===== src/sv/mtls_pkg.sv =====
// ----------------------------------------------------------------------------
// Markdown table line splitter: shared definitions
// Line length limit, field widths, character codes, the result item layout
// and the saturating helper used by the parser.
// ----------------------------------------------------------------------------
`default_nettype none

package mtls_pkg;

    // Line length limit and the widths that follow from it.
    localparam int LINE_MAX   = 4096;
    localparam int POS_W      = $clog2(LINE_MAX + 1);
    localparam int IDX_W      = $clog2(LINE_MAX);

    // Result field widths.
    localparam int FIELD_W    = 12;
    localparam int FIELD_MAX  = (1 << FIELD_W) - 1;
    localparam int WIDE_W     = (POS_W > FIELD_W) ? POS_W : FIELD_W;

    // Stream widths.
    localparam int BYTE_W      = 8;
    localparam int OUT_USED_W  = 4 * FIELD_W + 5;
    localparam int OUT_TDATA_W = ((OUT_USED_W + 7) / 8) * 8;
    localparam int OUT_PAD_W   = OUT_TDATA_W - OUT_USED_W;

    // One item can cause at most three result items.
    localparam int RES_MAX    = 3;
    localparam int NUM_W      = $clog2(RES_MAX + 1);

    // Result queue.
    localparam int FIFO_DEPTH = 4;
    localparam int PTR_W      = $clog2(FIFO_DEPTH);
    localparam int CNT_W      = $clog2(FIFO_DEPTH + 1);

    // Character codes.
    localparam logic [BYTE_W-1:0] CH_PIPE   = 8'h7C;
    localparam logic [BYTE_W-1:0] CH_DASH   = 8'h2D;
    localparam logic [BYTE_W-1:0] CH_COLON  = 8'h3A;
    localparam logic [BYTE_W-1:0] CH_SPACE  = 8'h20;
    localparam logic [BYTE_W-1:0] CH_BSLASH = 8'h5C;
    localparam logic [BYTE_W-1:0] CH_TAB    = 8'h09;
    localparam logic [BYTE_W-1:0] CH_CR     = 8'h0D;

    typedef enum logic [1:0] {
        ALIGN_LEFT   = 2'd0,
        ALIGN_RIGHT  = 2'd1,
        ALIGN_CENTER = 2'd2
    } t_align;

    typedef enum logic {
        KIND_CELL    = 1'b0,
        KIND_SUMMARY = 1'b1
    } t_kind;

    // One result item.
    typedef struct packed {
        t_kind                kind;
        logic [FIELD_W-1:0]   cell_number;
        logic [FIELD_W-1:0]   cell_offset;
        logic [FIELD_W-1:0]   cell_length;
        t_align               alignment;
        logic                 row_flag;
        logic                 delimiter_flag;
        logic [FIELD_W-1:0]   cell_total;
        logic                 too_long;
        logic                 last;
    } t_result;

    // The result items of one processed item, in order, and how many are valid.
    typedef struct packed {
        logic [NUM_W-1:0]           num;
        t_result [RES_MAX-1:0]      res;
    } t_push;

    // Saturate a value to the width of a result field.
    function automatic logic [FIELD_W-1:0] clamp_field(input logic [WIDE_W-1:0] v);
        return (v > WIDE_W'(FIELD_MAX)) ? FIELD_W'(FIELD_MAX) : v[FIELD_W-1:0];
    endfunction

endpackage

`default_nettype wire


===== src/sv/markdown_table_line_splitter.sv =====
// ----------------------------------------------------------------------------
// Markdown table line splitter
// Path: each item is held in the input register, and its result items then
// pass through the result queue. Throughput: one item per cycle. An item
// waits in the input register only while the result queue lacks room for all
// of its result items; with the output ready the queue drains one item per
// cycle, and otherwise the wait follows the output stalls.
// Reset: synchronous, active low; clears the line state and empties the queue.
// ----------------------------------------------------------------------------
`default_nettype none

module markdown_table_line_splitter (
    input  wire logic                               i_clk,
    input  wire logic                               i_rst_n,
    input  wire logic                               s_axis_tvalid,
    output logic                                    s_axis_tready,
    // [7:0] text_byte
    input  wire logic [mtls_pkg::BYTE_W-1:0]        s_axis_tdata,
    // [0] has_byte
    input  wire logic                               s_axis_tuser,
    input  wire logic                               s_axis_tlast,
    output logic                                    m_axis_tvalid,
    input  wire logic                               m_axis_tready,
    // [11:0] cell_number, [23:12] cell_offset, [35:24] cell_length,
    // [37:36] alignment, [38] row_flag, [39] delimiter_flag,
    // [51:40] cell_total, [52] too_long, [55:53] zero
    output logic [mtls_pkg::OUT_TDATA_W-1:0]        m_axis_tdata,
    // [0] kind
    output logic                                    m_axis_tuser,
    output logic                                    m_axis_tlast
);

    mtls_pkg::t_push                 push;
    logic [mtls_pkg::CNT_W-1:0]      free;
    mtls_pkg::t_result               head;

    // Line parser with its input register.
    mtls_parser u_parser (
        .i_clk      (i_clk),
        .i_rst_n    (i_rst_n),
        .i_in_valid (s_axis_tvalid),
        .o_in_ready (s_axis_tready),
        .i_in_byte  (s_axis_tdata),
        .i_in_has   (s_axis_tuser),
        .i_in_end   (s_axis_tlast),
        .i_free     (free),
        .o_push     (push)
    );

    // Result queue towards the output stream.
    mtls_result_fifo u_fifo (
        .i_clk   (i_clk),
        .i_rst_n (i_rst_n),
        .i_push  (push),
        .o_free  (free),
        .o_valid (m_axis_tvalid),
        .i_ready (m_axis_tready),
        .o_head  (head)
    );

    // Output item packing.
    assign m_axis_tdata = {{mtls_pkg::OUT_PAD_W{1'b0}}, head.too_long, head.cell_total,
                           head.delimiter_flag, head.row_flag, head.alignment,
                           head.cell_length, head.cell_offset, head.cell_number};
    assign m_axis_tuser = head.kind;
    assign m_axis_tlast = head.last;

endmodule

`default_nettype wire


===== src/sv/mtls_parser.sv =====
// ----------------------------------------------------------------------------
// Markdown table line splitter: line parser
// Holds the input register and the per-line state, and turns each item into
// up to three result items (a confirmed cell, a final cell and the summary).
// ----------------------------------------------------------------------------
`default_nettype none

module mtls_parser (
    input  wire logic                          i_clk,
    input  wire logic                          i_rst_n,
    input  wire logic                          i_in_valid,
    output logic                               o_in_ready,
    input  wire logic [mtls_pkg::BYTE_W-1:0]   i_in_byte,
    input  wire logic                          i_in_has,
    input  wire logic                          i_in_end,
    input  wire logic [mtls_pkg::CNT_W-1:0]    i_free,
    output mtls_pkg::t_push                    o_push
);

    typedef enum logic {
        PH_LEAD = 1'b0,
        PH_BODY = 1'b1
    } t_phase;

    typedef struct packed {
        logic any;
        logic ns;
        logic fcolon;
        logic lcolon;
        logic prev;
        logic pcolon;
        logic lpipe;
    } t_seg_flags;

    typedef struct packed {
        logic [mtls_pkg::IDX_W-1:0] start;
        logic [mtls_pkg::IDX_W-1:0] first_ns;
        logic [mtls_pkg::IDX_W-1:0] last_ns;
        logic [mtls_pkg::IDX_W-1:0] prev_ns;
        t_seg_flags                 flags;
    } t_seg;

    typedef struct packed {
        logic pipe1;
        logic pipe2;
        logic bad;
        logic dash;
        logic oddws;
        logic too_long;
    } t_line_flags;

    typedef struct packed {
        logic [mtls_pkg::IDX_W-1:0] offset;
        logic [mtls_pkg::IDX_W-1:0] length;
        mtls_pkg::t_align           align;
        logic                       nonempty;
    } t_cell;

    // Whitespace as in the C library: space, tab, LF, VT, FF, CR.
    function automatic logic is_ws(input logic [mtls_pkg::BYTE_W-1:0] c);
        return (c == mtls_pkg::CH_SPACE) ||
               ((c >= mtls_pkg::CH_TAB) && (c <= mtls_pkg::CH_CR));
    endfunction

    // Saturate a position at the last index of a line.
    function automatic logic [mtls_pkg::IDX_W-1:0] sat_idx(
        input logic [mtls_pkg::POS_W-1:0] v
    );
        return (v > mtls_pkg::POS_W'(mtls_pkg::LINE_MAX - 1)) ?
               mtls_pkg::IDX_W'(mtls_pkg::LINE_MAX - 1) : v[mtls_pkg::IDX_W-1:0];
    endfunction

    function automatic logic [mtls_pkg::FIELD_W-1:0] cnt_inc(
        input logic [mtls_pkg::FIELD_W-1:0] c
    );
        return (c == mtls_pkg::FIELD_W'(mtls_pkg::FIELD_MAX)) ?
               c : c + mtls_pkg::FIELD_W'(1);
    endfunction

    // Open a new segment at the given position.
    function automatic t_seg seg_begin(input logic [mtls_pkg::IDX_W-1:0] start);
        t_seg r;
        r       = '0;
        r.start = start;
        return r;
    endfunction

    // Add one content byte to the open segment.
    function automatic t_seg seg_byte(
        input t_seg                        s,
        input logic [mtls_pkg::IDX_W-1:0]  idx,
        input logic [mtls_pkg::BYTE_W-1:0] c
    );
        t_seg r;
        r           = s;
        r.flags.any = 1'b1;
        if (!is_ws(c)) begin
            r.prev_ns      = s.last_ns;
            r.flags.prev   = s.flags.ns;
            r.flags.pcolon = s.flags.lcolon;
            if (!s.flags.ns) begin
                r.first_ns     = idx;
                r.flags.fcolon = (c == mtls_pkg::CH_COLON);
                r.flags.ns     = 1'b1;
            end
            r.last_ns      = idx;
            r.flags.lcolon = (c == mtls_pkg::CH_COLON);
            r.flags.lpipe  = (c == mtls_pkg::CH_PIPE);
        end
        return r;
    endfunction

    // Trimmed extent and alignment of a cell.
    function automatic t_cell make_cell(
        input t_seg                       s,
        input logic                       has,
        input logic [mtls_pkg::IDX_W-1:0] first,
        input logic [mtls_pkg::IDX_W-1:0] final_ns,
        input logic                       fcol,
        input logic                       lcol
    );
        t_cell                      r;
        logic [mtls_pkg::POS_W-1:0] span;
        span       = mtls_pkg::POS_W'(final_ns) - mtls_pkg::POS_W'(first) +
                     mtls_pkg::POS_W'(1);
        r.nonempty = s.flags.any;
        if (has && (final_ns >= first)) begin
            r.offset = first;
            r.length = sat_idx(span);
            r.align  = (fcol && lcol) ? mtls_pkg::ALIGN_CENTER :
                       (lcol ? mtls_pkg::ALIGN_RIGHT : mtls_pkg::ALIGN_LEFT);
        end else begin
            r.offset = s.start;
            r.length = '0;
            r.align  = mtls_pkg::ALIGN_LEFT;
        end
        return r;
    endfunction

    function automatic mtls_pkg::t_result cell_result(
        input t_cell                        c,
        input logic [mtls_pkg::FIELD_W-1:0] number
    );
        mtls_pkg::t_result r;
        r             = '0;
        r.kind        = mtls_pkg::KIND_CELL;
        r.cell_number = number;
        r.cell_offset = mtls_pkg::clamp_field(mtls_pkg::WIDE_W'(c.offset));
        r.cell_length = mtls_pkg::clamp_field(mtls_pkg::WIDE_W'(c.length));
        r.alignment   = c.align;
        return r;
    endfunction

    // Input register.
    logic                          r_in_valid;
    logic [mtls_pkg::BYTE_W-1:0]   r_in_byte;
    logic                          r_in_has;
    logic                          r_in_end;

    // Line state.
    logic [mtls_pkg::POS_W-1:0]    r_pos,      n_pos;
    t_phase                        r_phase,    n_phase;
    logic                          r_esc,      n_esc;
    t_seg                          r_seg,      n_seg;
    t_cell                         r_held,     n_held;
    logic                          r_pipe_unc, n_pipe_unc;
    logic [mtls_pkg::FIELD_W-1:0]  r_cnt,      n_cnt;
    t_line_flags                   r_lf,       n_lf;

    logic                          in_take;
    logic                          proc_fire;
    logic                          ws;
    logic                          body_go;
    logic [mtls_pkg::IDX_W-1:0]    idx;
    logic [mtls_pkg::IDX_W-1:0]    idx_next;
    logic                          emit_a;
    logic                          emit_b;
    t_cell                         cell_a;
    t_cell                         cell_b;
    logic [mtls_pkg::FIELD_W-1:0]  num_a;
    logic [mtls_pkg::FIELD_W-1:0]  num_b;
    t_line_flags                   sum_lf;
    logic [mtls_pkg::FIELD_W-1:0]  sum_total;
    mtls_pkg::t_result             res_a;
    mtls_pkg::t_result             res_b;
    mtls_pkg::t_result             res_s;
    logic [mtls_pkg::NUM_W-1:0]    res_num;

    // Item handshake: the input register frees up when its item is processed.
    assign in_take    = i_in_valid && o_in_ready;
    assign proc_fire  = r_in_valid && (mtls_pkg::CNT_W'(res_num) <= i_free);
    assign o_in_ready = !r_in_valid || proc_fire;

    // Per-item line update, following one item through the line state.
    always_comb begin
        n_pos      = r_pos;
        n_phase    = r_phase;
        n_esc      = r_esc;
        n_seg      = r_seg;
        n_held     = r_held;
        n_pipe_unc = r_pipe_unc;
        n_cnt      = r_cnt;
        n_lf       = r_lf;
        emit_a     = 1'b0;
        emit_b     = 1'b0;
        cell_a     = r_held;
        cell_b     = r_held;
        num_a      = r_cnt;
        num_b      = r_cnt;
        body_go    = 1'b0;
        ws         = is_ws(r_in_byte);
        idx        = sat_idx(r_pos);
        idx_next   = sat_idx(mtls_pkg::POS_W'(idx) + mtls_pkg::POS_W'(1));

        if (r_in_has) begin
            if (r_pos < mtls_pkg::POS_W'(mtls_pkg::LINE_MAX)) begin
                n_pos = r_pos + mtls_pkg::POS_W'(1);
            end else begin
                n_lf.too_long = 1'b1;
            end

            // Delimiter row classification.
            if (!ws) begin
                if (n_lf.oddws) begin
                    n_lf.bad = 1'b1;
                end
                n_lf.oddws = 1'b0;
                if ((r_in_byte != mtls_pkg::CH_PIPE) && (r_in_byte != mtls_pkg::CH_DASH) &&
                    (r_in_byte != mtls_pkg::CH_COLON)) begin
                    n_lf.bad = 1'b1;
                end
                if (r_in_byte == mtls_pkg::CH_DASH) begin
                    n_lf.dash = 1'b1;
                end
            end

            // Leading whitespace is skipped; a leading pipe is dropped.
            if (r_phase == PH_LEAD) begin
                if (!ws) begin
                    n_phase = PH_BODY;
                    if (r_in_byte == mtls_pkg::CH_PIPE) begin
                        n_lf.pipe1 = 1'b1;
                        n_seg      = seg_begin(idx_next);
                    end else begin
                        n_seg   = seg_begin(idx);
                        body_go = 1'b1;
                    end
                end
            end else begin
                if (ws && (r_in_byte != mtls_pkg::CH_SPACE)) begin
                    n_lf.oddws = 1'b1;
                end
                if (r_in_byte == mtls_pkg::CH_PIPE) begin
                    n_lf.pipe2 = 1'b1;
                end
                body_go = 1'b1;
            end

            // Cell body: content after a pipe confirms the held cell.
            if (body_go) begin
                if (!ws && n_pipe_unc) begin
                    emit_a     = 1'b1;
                    cell_a     = n_held;
                    num_a      = n_cnt;
                    n_cnt      = cnt_inc(n_cnt);
                    n_pipe_unc = 1'b0;
                end
                if (n_esc) begin
                    n_esc = 1'b0;
                    n_seg = seg_byte(n_seg, idx, r_in_byte);
                end else if (r_in_byte == mtls_pkg::CH_PIPE) begin
                    n_held     = make_cell(n_seg, n_seg.flags.ns, n_seg.first_ns,
                                           n_seg.last_ns, n_seg.flags.fcolon,
                                           n_seg.flags.lcolon);
                    n_pipe_unc = 1'b1;
                    n_seg      = seg_begin(idx_next);
                end else begin
                    n_seg = seg_byte(n_seg, idx, r_in_byte);
                    if (r_in_byte == mtls_pkg::CH_BSLASH) begin
                        n_esc = 1'b1;
                    end
                end
            end
        end

        // Line end: close the last cell, drop a final pipe, then clear.
        if (r_in_end && (n_phase == PH_BODY)) begin
            if (n_pipe_unc) begin
                if (n_held.nonempty) begin
                    emit_b = 1'b1;
                    cell_b = n_held;
                end
            end else if (n_seg.flags.ns) begin
                emit_b = 1'b1;
                if (n_seg.flags.lpipe) begin
                    cell_b = make_cell(n_seg, n_seg.flags.prev, n_seg.first_ns,
                                       n_seg.prev_ns, n_seg.flags.fcolon,
                                       n_seg.flags.pcolon);
                end else begin
                    cell_b = make_cell(n_seg, 1'b1, n_seg.first_ns, n_seg.last_ns,
                                       n_seg.flags.fcolon, n_seg.flags.lcolon);
                end
            end
            if (emit_b) begin
                num_b = n_cnt;
                n_cnt = cnt_inc(n_cnt);
            end
        end

        sum_lf    = n_lf;
        sum_total = n_cnt;

        if (r_in_end) begin
            n_pos      = '0;
            n_phase    = PH_LEAD;
            n_esc      = 1'b0;
            n_seg      = seg_begin('0);
            n_pipe_unc = 1'b0;
            n_cnt      = '0;
            n_lf       = '0;
        end
    end

    // Result items of this item, packed in order.
    always_comb begin
        res_a = cell_result(cell_a, num_a);
        res_b = cell_result(cell_b, num_b);

        res_s                = '0;
        res_s.kind           = mtls_pkg::KIND_SUMMARY;
        res_s.row_flag       = sum_lf.pipe1 && sum_lf.pipe2;
        res_s.delimiter_flag = sum_lf.pipe1 && !sum_lf.bad && sum_lf.dash;
        res_s.cell_total     = sum_total;
        res_s.too_long       = sum_lf.too_long;
        res_s.last           = 1'b1;

        res_num = r_in_valid ?
                  (mtls_pkg::NUM_W'(emit_a) + mtls_pkg::NUM_W'(emit_b) +
                   mtls_pkg::NUM_W'(r_in_end)) : '0;

        o_push.num    = proc_fire ? res_num : '0;
        o_push.res[0] = emit_a ? res_a : (emit_b ? res_b : res_s);
        o_push.res[1] = (emit_a && emit_b) ? res_b : res_s;
        o_push.res[2] = res_s;
    end

    // Input payload register.
    always_ff @(posedge i_clk) begin
        if (in_take) begin
            r_in_byte <= i_in_byte;
            r_in_has  <= i_in_has;
            r_in_end  <= i_in_end;
        end
    end

    // Control and line state.
    always_ff @(posedge i_clk) begin
        if (!i_rst_n) begin
            r_in_valid <= 1'b0;
            r_pos      <= '0;
            r_phase    <= PH_LEAD;
            r_esc      <= 1'b0;
            r_seg      <= '0;
            r_held     <= '0;
            r_pipe_unc <= 1'b0;
            r_cnt      <= '0;
            r_lf       <= '0;
        end else begin
            if (in_take) begin
                r_in_valid <= 1'b1;
            end else if (proc_fire) begin
                r_in_valid <= 1'b0;
            end
            if (proc_fire) begin
                r_pos      <= n_pos;
                r_phase    <= n_phase;
                r_esc      <= n_esc;
                r_seg      <= n_seg;
                r_held     <= n_held;
                r_pipe_unc <= n_pipe_unc;
                r_cnt      <= n_cnt;
                r_lf       <= n_lf;
            end
        end
    end

`ifndef ASSERT_OFF
    // A processed line end leaves the line state cleared.
    a_line_clear: assert property (@(posedge i_clk) disable iff (!i_rst_n)
        (proc_fire && r_in_end) |=>
        ((r_pos == '0) && (r_cnt == '0) && (r_phase == PH_LEAD) && !r_pipe_unc))
        else $error("line state not cleared after line end");

    // A held cell only exists inside the body, and never with an escape open.
    a_held_body: assert property (@(posedge i_clk) disable iff (!i_rst_n)
        r_pipe_unc |-> ((r_phase == PH_BODY) && !r_esc))
        else $error("held cell outside the line body");

    // Without a line end an item confirms at most one cell.
    a_mid_line_one: assert property (@(posedge i_clk) disable iff (!i_rst_n)
        (proc_fire && !r_in_end) |-> (o_push.num <= mtls_pkg::NUM_W'(1)))
        else $error("more than one result for a mid-line item");
`endif

endmodule

`default_nettype wire


===== src/sv/mtls_result_fifo.sv =====
// ----------------------------------------------------------------------------
// Markdown table line splitter: result queue
// Small register queue that takes up to three result items per cycle from
// the parser and hands them to the output stream one per cycle while it is ready.
// ----------------------------------------------------------------------------
`default_nettype none

module mtls_result_fifo (
    input  wire logic                        i_clk,
    input  wire logic                        i_rst_n,
    input  wire mtls_pkg::t_push             i_push,
    output logic [mtls_pkg::CNT_W-1:0]       o_free,
    output logic                             o_valid,
    input  wire logic                        i_ready,
    output mtls_pkg::t_result                o_head
);

    mtls_pkg::t_result               r_mem [mtls_pkg::FIFO_DEPTH];
    logic [mtls_pkg::PTR_W-1:0]      r_wr_ptr, n_wr_ptr;
    logic [mtls_pkg::PTR_W-1:0]      r_rd_ptr, n_rd_ptr;
    logic [mtls_pkg::CNT_W-1:0]      r_count,  n_count;
    logic                            pop;

    // Head of the queue drives the output stream.
    assign o_valid = (r_count != '0);
    assign o_head  = r_mem[r_rd_ptr];
    assign o_free  = mtls_pkg::CNT_W'(mtls_pkg::FIFO_DEPTH) - r_count;
    assign pop     = o_valid && i_ready;

    // Pointer and fill level update.
    always_comb begin
        n_wr_ptr = r_wr_ptr + mtls_pkg::PTR_W'(i_push.num);
        n_rd_ptr = r_rd_ptr + mtls_pkg::PTR_W'(pop);
        n_count  = r_count + mtls_pkg::CNT_W'(i_push.num) - mtls_pkg::CNT_W'(pop);
    end

    // Entry writes: the valid result items go to consecutive slots.
    always_ff @(posedge i_clk) begin
        for (int j = 0; j < mtls_pkg::RES_MAX; j++) begin
            if (mtls_pkg::NUM_W'(j) < i_push.num) begin
                r_mem[r_wr_ptr + mtls_pkg::PTR_W'(j)] <= i_push.res[j];
            end
        end
    end

    always_ff @(posedge i_clk) begin
        if (!i_rst_n) begin
            r_wr_ptr <= '0;
            r_rd_ptr <= '0;
            r_count  <= '0;
        end else begin
            r_wr_ptr <= n_wr_ptr;
            r_rd_ptr <= n_rd_ptr;
            r_count  <= n_count;
        end
    end

`ifndef ASSERT_OFF
    // The parser never pushes more result items than there is room for.
    a_no_overflow: assert property (@(posedge i_clk) disable iff (!i_rst_n)
        (mtls_pkg::CNT_W'(i_push.num) <= o_free))
        else $error("result queue overflow");

    // The fill level stays within the queue depth.
    a_count_bound: assert property (@(posedge i_clk) disable iff (!i_rst_n)
        (r_count <= mtls_pkg::CNT_W'(mtls_pkg::FIFO_DEPTH)))
        else $error("result queue fill level out of range");

    // A pop with nothing pushed lowers the fill level by one.
    a_pop_count: assert property (@(posedge i_clk) disable iff (!i_rst_n)
        (pop && (i_push.num == '0)) |=> (r_count == $past(r_count) - mtls_pkg::CNT_W'(1)))
        else $error("result queue fill level wrong after pop");
`endif

endmodule

`default_nettype wire


===== config.mk =====
export PLATFORM = sky130hd
export DESIGN_NAME = markdown_table_line_splitter
export DESIGN_NICKNAME = d
export VERILOG_FILES = /design/src/sv/mtls_pkg.sv /design/src/sv/markdown_table_line_splitter.sv /design/src/sv/mtls_parser.sv /design/src/sv/mtls_result_fifo.sv
export SDC_FILE = /design/constraint.sdc
export NUM_CORES = 1
export LEC_CHECK = 0
export BUFFER_PORTS_ARGS = -buffer_cell sky130_fd_sc_hd__clkbuf_2
export CAP_MARGIN = 20
export CORE_ASPECT_RATIO = 0.5
export CORE_MARGIN = 5
export CORE_UTILIZATION = 30
export CTS_CLUSTER_DIAMETER = 60
export DETAILED_ROUTE_END_ITERATION = 10
export PLACE_DENSITY = 0.52
export RECOVER_POWER = 100
export SLEW_MARGIN = 10
export SYNTH_ARGS = -nofsm -noshare
export SYNTH_HDL_FRONTEND = slang
export SYNTH_SLANG_ARGS = --single-unit

===== constraint.sdc =====
create_clock -name i_clk -period 6.4 [get_ports i_clk]
set_input_delay 0.64 -clock i_clk [delete_from_list [all_inputs] [get_ports i_clk]]
set_output_delay 0.64 -clock i_clk [all_outputs]
set_load 0.02 [all_outputs]

==> results of run 1 <==
path summary, 6_finish.rpt:
| kind | start | end |
|---|---|---|
| min | s_axis_tuser | u_parser.r_in_has |
| min reg2reg | u_fifo.r_mem[3][0] | u_fifo.r_mem[3][0] |
| max | u_parser.r_in_byte[1] | u_fifo.r_mem[0][33] |
| max reg2reg | u_parser.r_in_byte[1] | u_fifo.r_mem[0][33] |
synth_stat cells, drive strengths merged (23+ instances only):
cell      n
a21oi   195
a22oi   122
a31oi    58
a32oi    25
and2     39
and3     30
buf      32
clkbuf  154
dfxtp   280
edfxtp   70
ha       90
inv     106
mux4     54
nand2   202
nand3   123
nor2    335
nor3     77
o211ai   31
o21ai   140
o22ai    46
or3      23
xnor2    32
layout make-up:
cell class / count / area share (%)
tap: 972 / 4.83
timing repair buffer: 180 / 4.05
sequential: 350 / 30.6
clock buffer: 56 / 4.49
inverter: 108 / 1.62
clock inverter: 13 / 0.472
multi-input combinational: 2014 / 53.9
routing by layer:
layer | track usage, % | vias up
met2 | 34.2 | 1040
met3 | 4.94 | 202
met1 | 29.7 | 10800
met4 | 7.76 | 0
met5 | 0 | -
li1 | - | 10000
logic make-up after synthesis:
| family | share of synthesized area [%] |
|---|---|
| and+or+nand+nor | 20.4 |
| AOI/OAI and AO/OA | 25.0 |
| DFF | 34.5 |
| buffers and inverters | 5.10 |
| adders and majority gates | 6.84 |
| muxes | 6.51 |
| xor gates and xnor gates | 1.57 |
| other | 0.0168 |
cells in the final DEF, fill, tap and decap left out, types with 13 or more instances in the layout:
cell type  Yosys  final
xnor2_1       32     32
edfxtp_1      70     70
inv_1        102    103
fa_1          20     20
o22ai_1       46     46
nor4_1        18     16
nor2b_1       19     19
and2_1        38     32
a21o_1        15     15
a211oi_1      16     15
o211ai_1      30     30
mux2i_1       17     17
nand2_1      202    201
a22oi_1      122    122
a32oi_1       25     25
nand4_1       20     20
ha_1          90     90
a21oi_1      195    195
mux4_2        54     54
clkbuf_16      0     40
nand2b_1      17     17
nand3_1      122    120
o21ai_0      127    129
dfxtp_1      280    279
o221ai_1      20     20
buf_4          4     83
and3_1        30     30
nor2_1       334    329
clkbuf_2       0     20
or3_1         23     23
and4_1        13     13
a22o_1        17     17
o21a_1        15     15
a31oi_1       57     56
nor3_1        75     73
clkbuf_1     154     83
registers in the layout, summed over array words and instances, names as in the netlist:
signal	cells
u_parser.r_pos	13
u_fifo.r_rd_ptr	2
u_parser.r_pipe_unc	1
u_parser.r_in_end	1
u_parser.r_in_valid	1
u_parser.r_lf	6
u_parser.r_phase	1
u_parser.r_esc	1
u_parser.r_seg	55
u_parser.r_in_byte	8
u_parser.r_held	27
u_parser.r_cnt	12
u_fifo.r_count	3
u_fifo.r_wr_ptr	2
u_fifo.r_mem	216
u_parser.r_in_has	1
metrics by stage:
| step | power, mW | instances | hold WS, ps | utilization (%) | setup slack, ps |
|---|---|---|---|---|---|
| 4_1_cts | 6.17 | 3690 | 206 | 34.5 | 370 |
| 2_1_floorplan | 3.39 | 2658 | 420 | - | 785 |
| 5_1_grt | 6.34 | 3693 | 225 | 34.3 | 40.4 |
| 6_report | 6.11 | 3693 | 234 | 34.3 | 200 |
| 3_3_place_gp | 3.89 | 3621 | 428 | 32.8 | 431 |
| 3_5_place_dp | 3.89 | 3621 | 444 | 32.8 | 427 |
power by group:
group	switching [mW]	internal (mW)	total [mW]
clock network	0.989	1.28	2.27
logic	0.869	0.431	1.30
registers	0.155	2.39	2.54
==> impl_metrics.toml, run 1 <==
[clocking]
htreeDepth = 2
cts_resized = 0
post_cts_buffers = 0
cts_sinks = 350
clk_latency_ps = 580
cts_root_buf = "clkbuf_16"
path_clk_slew_ps = 60
hold_buffers = 0
numCtsBuffers = 39
cts_buffer_depth = 3
cts_tree = "done"

[placement]
placed_area_mm2 = 0.0241
portBuffers = 70
finalWeightedCongestion = 0.959
hpwl_mm = 65.3

[logic_synthesis]
yosysTopAreaCell = "dfxtp_1"
yosys.area.top_type_share_pct = 25.1
ys_ff_latch = 350
syn_inst = 2656
yosysWarningCount = 0
syn_avg_cell_area_um2 = 8.40
async_flop_share_pct = 0
netlist-cell-type-count = 96
synth_edf_count = 70
ys_seq_area_share_pct = 34.5
synthFlopType = "dfxtp_1"
synth_area_mm2 = 0.0223
ys_top_cells_by_area = "dfxtp_1 25%, edfxtp_1 9.4%, nor2_1 5.6%, mux4_2 5.4%, ha_1 5.0%"

[worst_setup_path]
crit_required_ps = 6880
crit_type = "flop to flop"
reg2reg_depth = 16
worstSetupStartpointType = "flop"
crit_path_end_kind = "flop"
cp_data_arrival_time_ps = 6680
crit_slowest_cell = "o311ai_0"
r2r_slack_ps = 200
slowest_delay_ps = 910
cp_top_family = "compound AO/OA/AOI/OAI gates"
cp.buffers_inverters = 2
crit_fanout = 11
path_depth = 16
path_cells = "nor4bb_1, buf_4, nand2_1, a21oi_1, nand2b_1, a2bb2oi_1, ha_1, inv_1, fa_1, o21ai_0, a31oi_1, o22a_1, o311ai_0, o21ai_0, nand2b_1, a21oi_1"

[sta]
final_hold_viol_count = 0
slew_viol_final = 90
finalSetupTns_ps = 0
worstMarginPinSlew_ps = 3020
min_period_ps = 6200
grt_setup_unrepaired = "no"
finalCritPeriodShare_pct = 96.9
finalSetupViolCount = 0
final.setup_skew_ps = 17.7
slew_headroom_pct = -102
max_freq_ghz = 0.161

[layout]
multi_input_area_mm2 = 0.0136
fin_area_mm2 = 0.0252
diodes = 0
areaGrowthSynthToFinish_pct = 12.8
seq_area_mm2 = 0.00771
final_layout_size_suffix_gt1_share_pct = 10.0
fillCellCount = 7693
nets = 2817

[floorplanning]
die_area_mm2 = 0.0803
die-width_um = 396
die_y_um = 203
row_count = 70
start_util_pct = 30.4
io_pins = 74
core-area_mm2 = 0.0734

[global_routing]
globalRouteTotalUtil_pct = 21.8
grt_pass1_wl_mm = 136
grt_max_degree = 86
grt_overflow = 0
grt_pass1_vias = 20800
antenna_found_initial = 1

[min_path]
holdCritPathClass = "input pin to flop"
hold_path_depth = 1

[routing]
routed.top_layer = "met4"
ant_nets = 0
drtIter0Drc = 2675
vias_per_cell = 5.98
met3_length_mm = 8.16
met2_length_mm = 40.2
vias = 22100
dr.pass1.iters = 8
drt-total-wl_mm = 91.2
wire_per_inst_um = 24.7
wl_met1_mm = 39.4
drc = 0

[power_and_ir_drop]
max-vdd-ir-drop_uv = 151
powerDensity_mw_per_mm2 = 243
p_leak_nw = 8.65

[flow_run]
cap_viol_max_count = 3

[status]
outcome = "finished, violations left"
violations = "capacitance limit, slew limit"
(Power assumes the default switching activity.)
==> inputs of run 2 (changes only) <==
- MAX_ROUTING_LAYER: unset -> met4
- REMOVE_ABC_BUFFERS: unset -> 1
==> impl_metrics.toml, run 2 (synthesis results as in run 1) <==
[status]
outcome = "finished, violations left"
violations = "capacitance limit, slew limit"

[global_routing]
antenna_found_initial = 0
grt_overflow = 0
met2_usage_pct = 35.2
globalRouteTotalUtil_pct = 22.7
grt_use_met1_pct = 30.8
grt_pass1_vias = 21000
grt_busiest_layer = "met2"
grt_pass1_wl_mm = 138
grtUsageMet3_pct = 2.71
grt_max_degree = 56

[power_and_ir_drop]
pwr-share-seq_pct = 40.0
p_switching_mw = 2.08
combPwrFrac_pct = 20.6
powerDensity_mw_per_mm2 = 250
p_int_mw = 4.27
swShare_pct = 32.7
p_leak_nw = 8.75
max-vdd-ir-drop_uv = 167
pwr-share-clk_pct = 39.5

[worst_setup_path]
endpoint = "u_parser.r_seg[47]"
path_depth = 20
crit_path_end_kind = "flop"
cp.buffers_inverters = 5
crit-reg2reg-launch = "u_parser.r_in_byte[1]"
crit_slowest_cell = "edfxtp_1"
critical_path.startpoint = "u_parser.r_in_byte[1]"
crit_required_ps = 6870
slowest_delay_ps = 540
crit_type = "flop to flop"
crit_fanout = 21
r2r_slack_ps = 310
reg2reg_depth = 20
cp_top_family = "simple AND/OR/NAND/NOR gates"
path_cells = "nor4b_4, a31oi_4, a311oi_1, nor2_1, a21o_1, inv_1, fa_1, and2_0, inv_1, ha_1, nor2b_1, o211ai_1, clkbuf_1, and2_0, buf_4, nand2b_1, nor2_1, clkbuf_2, o221ai_1, a21oi_1"
cp_data_arrival_time_ps = 6560
worstReg2RegEnd = "u_parser.r_seg[47]"
worstSetupStartpointType = "flop"

[clocking]
htreeDepth = 2
path_clk_slew_ps = 60
cts_resized = 0
cts_tree = "done"
post_cts_buffers = 0
clk_latency_ps = 600
cts_root_buf = "clkbuf_16"
numCtsBuffers = 40
cts_sinks = 350
hold_buffers = 0
cts_buffer_depth = 3

[sta]
min_period_ps = 6090
finalCritPeriodShare_pct = 95.2
final_hold_viol_count = 0
finalSetupViolCount = 0
final.setup_skew_ps = 24.1
worstMarginPinSlew_ps = 2200
slew_viol_final = 72
finalSetupTns_ps = 0
slew_headroom_pct = -47.8
max_freq_ghz = 0.164

[placement]
hpwl_mm = 65.6
finalWeightedCongestion = 0.952
portBuffers = 70

[floorplanning]
die_area_mm2 = 0.0803
row_count = 70
die_y_um = 203
io_pins = 74
die-width_um = 396
start_util_pct = 30.4
core-area_mm2 = 0.0734

[routing]
dr.pass1.iters = 5
vias = 22200
vias_per_cell = 6.00
drc = 0
drt-total-wl_mm = 91.5
wire_per_inst_um = 24.8
ant_nets = 0
drtIter0Drc = 2427

[layout]
nets = 2815
diodes = 0
areaGrowthSynthToFinish_pct = 13.5
largest_register_ffs = 216
largest_register = "u_fifo.r_mem"
final_core_util_pct = 34.5
final_common_cell = "nor2_1"
most-common-layout-cells = "327 x nor2_1, 279 x dfxtp_1, 202 x nand2_1, 195 x a21oi_1, 130 x o21ai_0"
final_layout_size_suffix_gt1_share_pct = 10.7
top_regs = "u_fifo.r_mem x216, u_parser.r_seg x55, u_parser.r_held x27"

[min_path]
holdCritPathClass = "input pin to flop"
hold_path_depth = 1

[flow_run]
cap_viol_max_count = 2
## run 2: changes by cell type in the layout (fill, tap and decap cells not counted), sizes merged
cell,delta
bufinv,+3
inv,+1
clkinv,+3
clkbuf,-9
buf,+2
## run 2: worst register-to-register path, delay by kind of cell, from the launching register on
kind | cells | cell delay (ps)
buf+inv | 5 | 1220
flops | 1 | 540
simple gates | 7 | 1960
fa+ha+maj | 2 | 620
compound gates | 6 | 1640
## run 2: final cells by class
type	count	area, um2
fill	7737	48100
multi-input combinational	2014	13600
sequential	350	7710
tap	972	1220
clock buffer	52	1160
timing repair buffer	177	1040
inverter	108	407
clock inverter	20	253
## run 2: through the flow
| stage | setup slack [ps] | hold slack, ps | cell area (um2) | std cells | total power [mW] |
|---|---|---|---|---|---|
| 2_1_floorplan | -2820 | 420 | 21600 | 2472 | 3.34 |
| 3_3_place_gp | 316 | 433 | 24000 | 3618 | 3.90 |
| 3_5_place_dp | 138 | 443 | 24000 | 3618 | 3.91 |
| 5_1_grt | -5.25 | 211 | 25300 | 3693 | 6.57 |
| 6_report | 306 | 220 | 25300 | 3693 | 6.34 |
| 4_1_cts | 119 | 200 | 25400 | 3690 | 6.42 |
## run 2: power groups by stage
stage / sequential, mW / clock [mW] / combinational [mW]
floorplan: 2.57 / 0 / 0.774
global placement: 2.58 / 0 / 1.32
detailed placement: 2.58 / 0 / 1.33
CTS: 2.53 / 2.55 / 1.34
global route: 2.55 / 2.63 / 1.40
finish: 2.53 / 2.50 / 1.31
## run 2: worst min path at each step
stage          slack, ps                start                     to
2_1_floorplan        420  u_fifo.r_mem[1][16]    u_fifo.r_mem[1][16]
3_3_place_gp         430   u_fifo.r_mem[0][0]     u_fifo.r_mem[0][0]
3_5_place_dp         440   u_fifo.r_mem[0][0]     u_fifo.r_mem[0][0]
4_1_cts              200      s_axis_tdata[6]  u_parser.r_in_byte[6]
5_1_grt              210         s_axis_tuser      u_parser.r_in_has
6_report             220      s_axis_tdata[6]  u_parser.r_in_byte[6]
## run 2: layer usage
metal	share of wire [%]	vias up	routed length (um)
met5	0	-	0
met3	7.1	190	6540
met2	45	1102	41200
met1	44	10800	40500
li1	-	10000	-
met4	3.5	0	3200
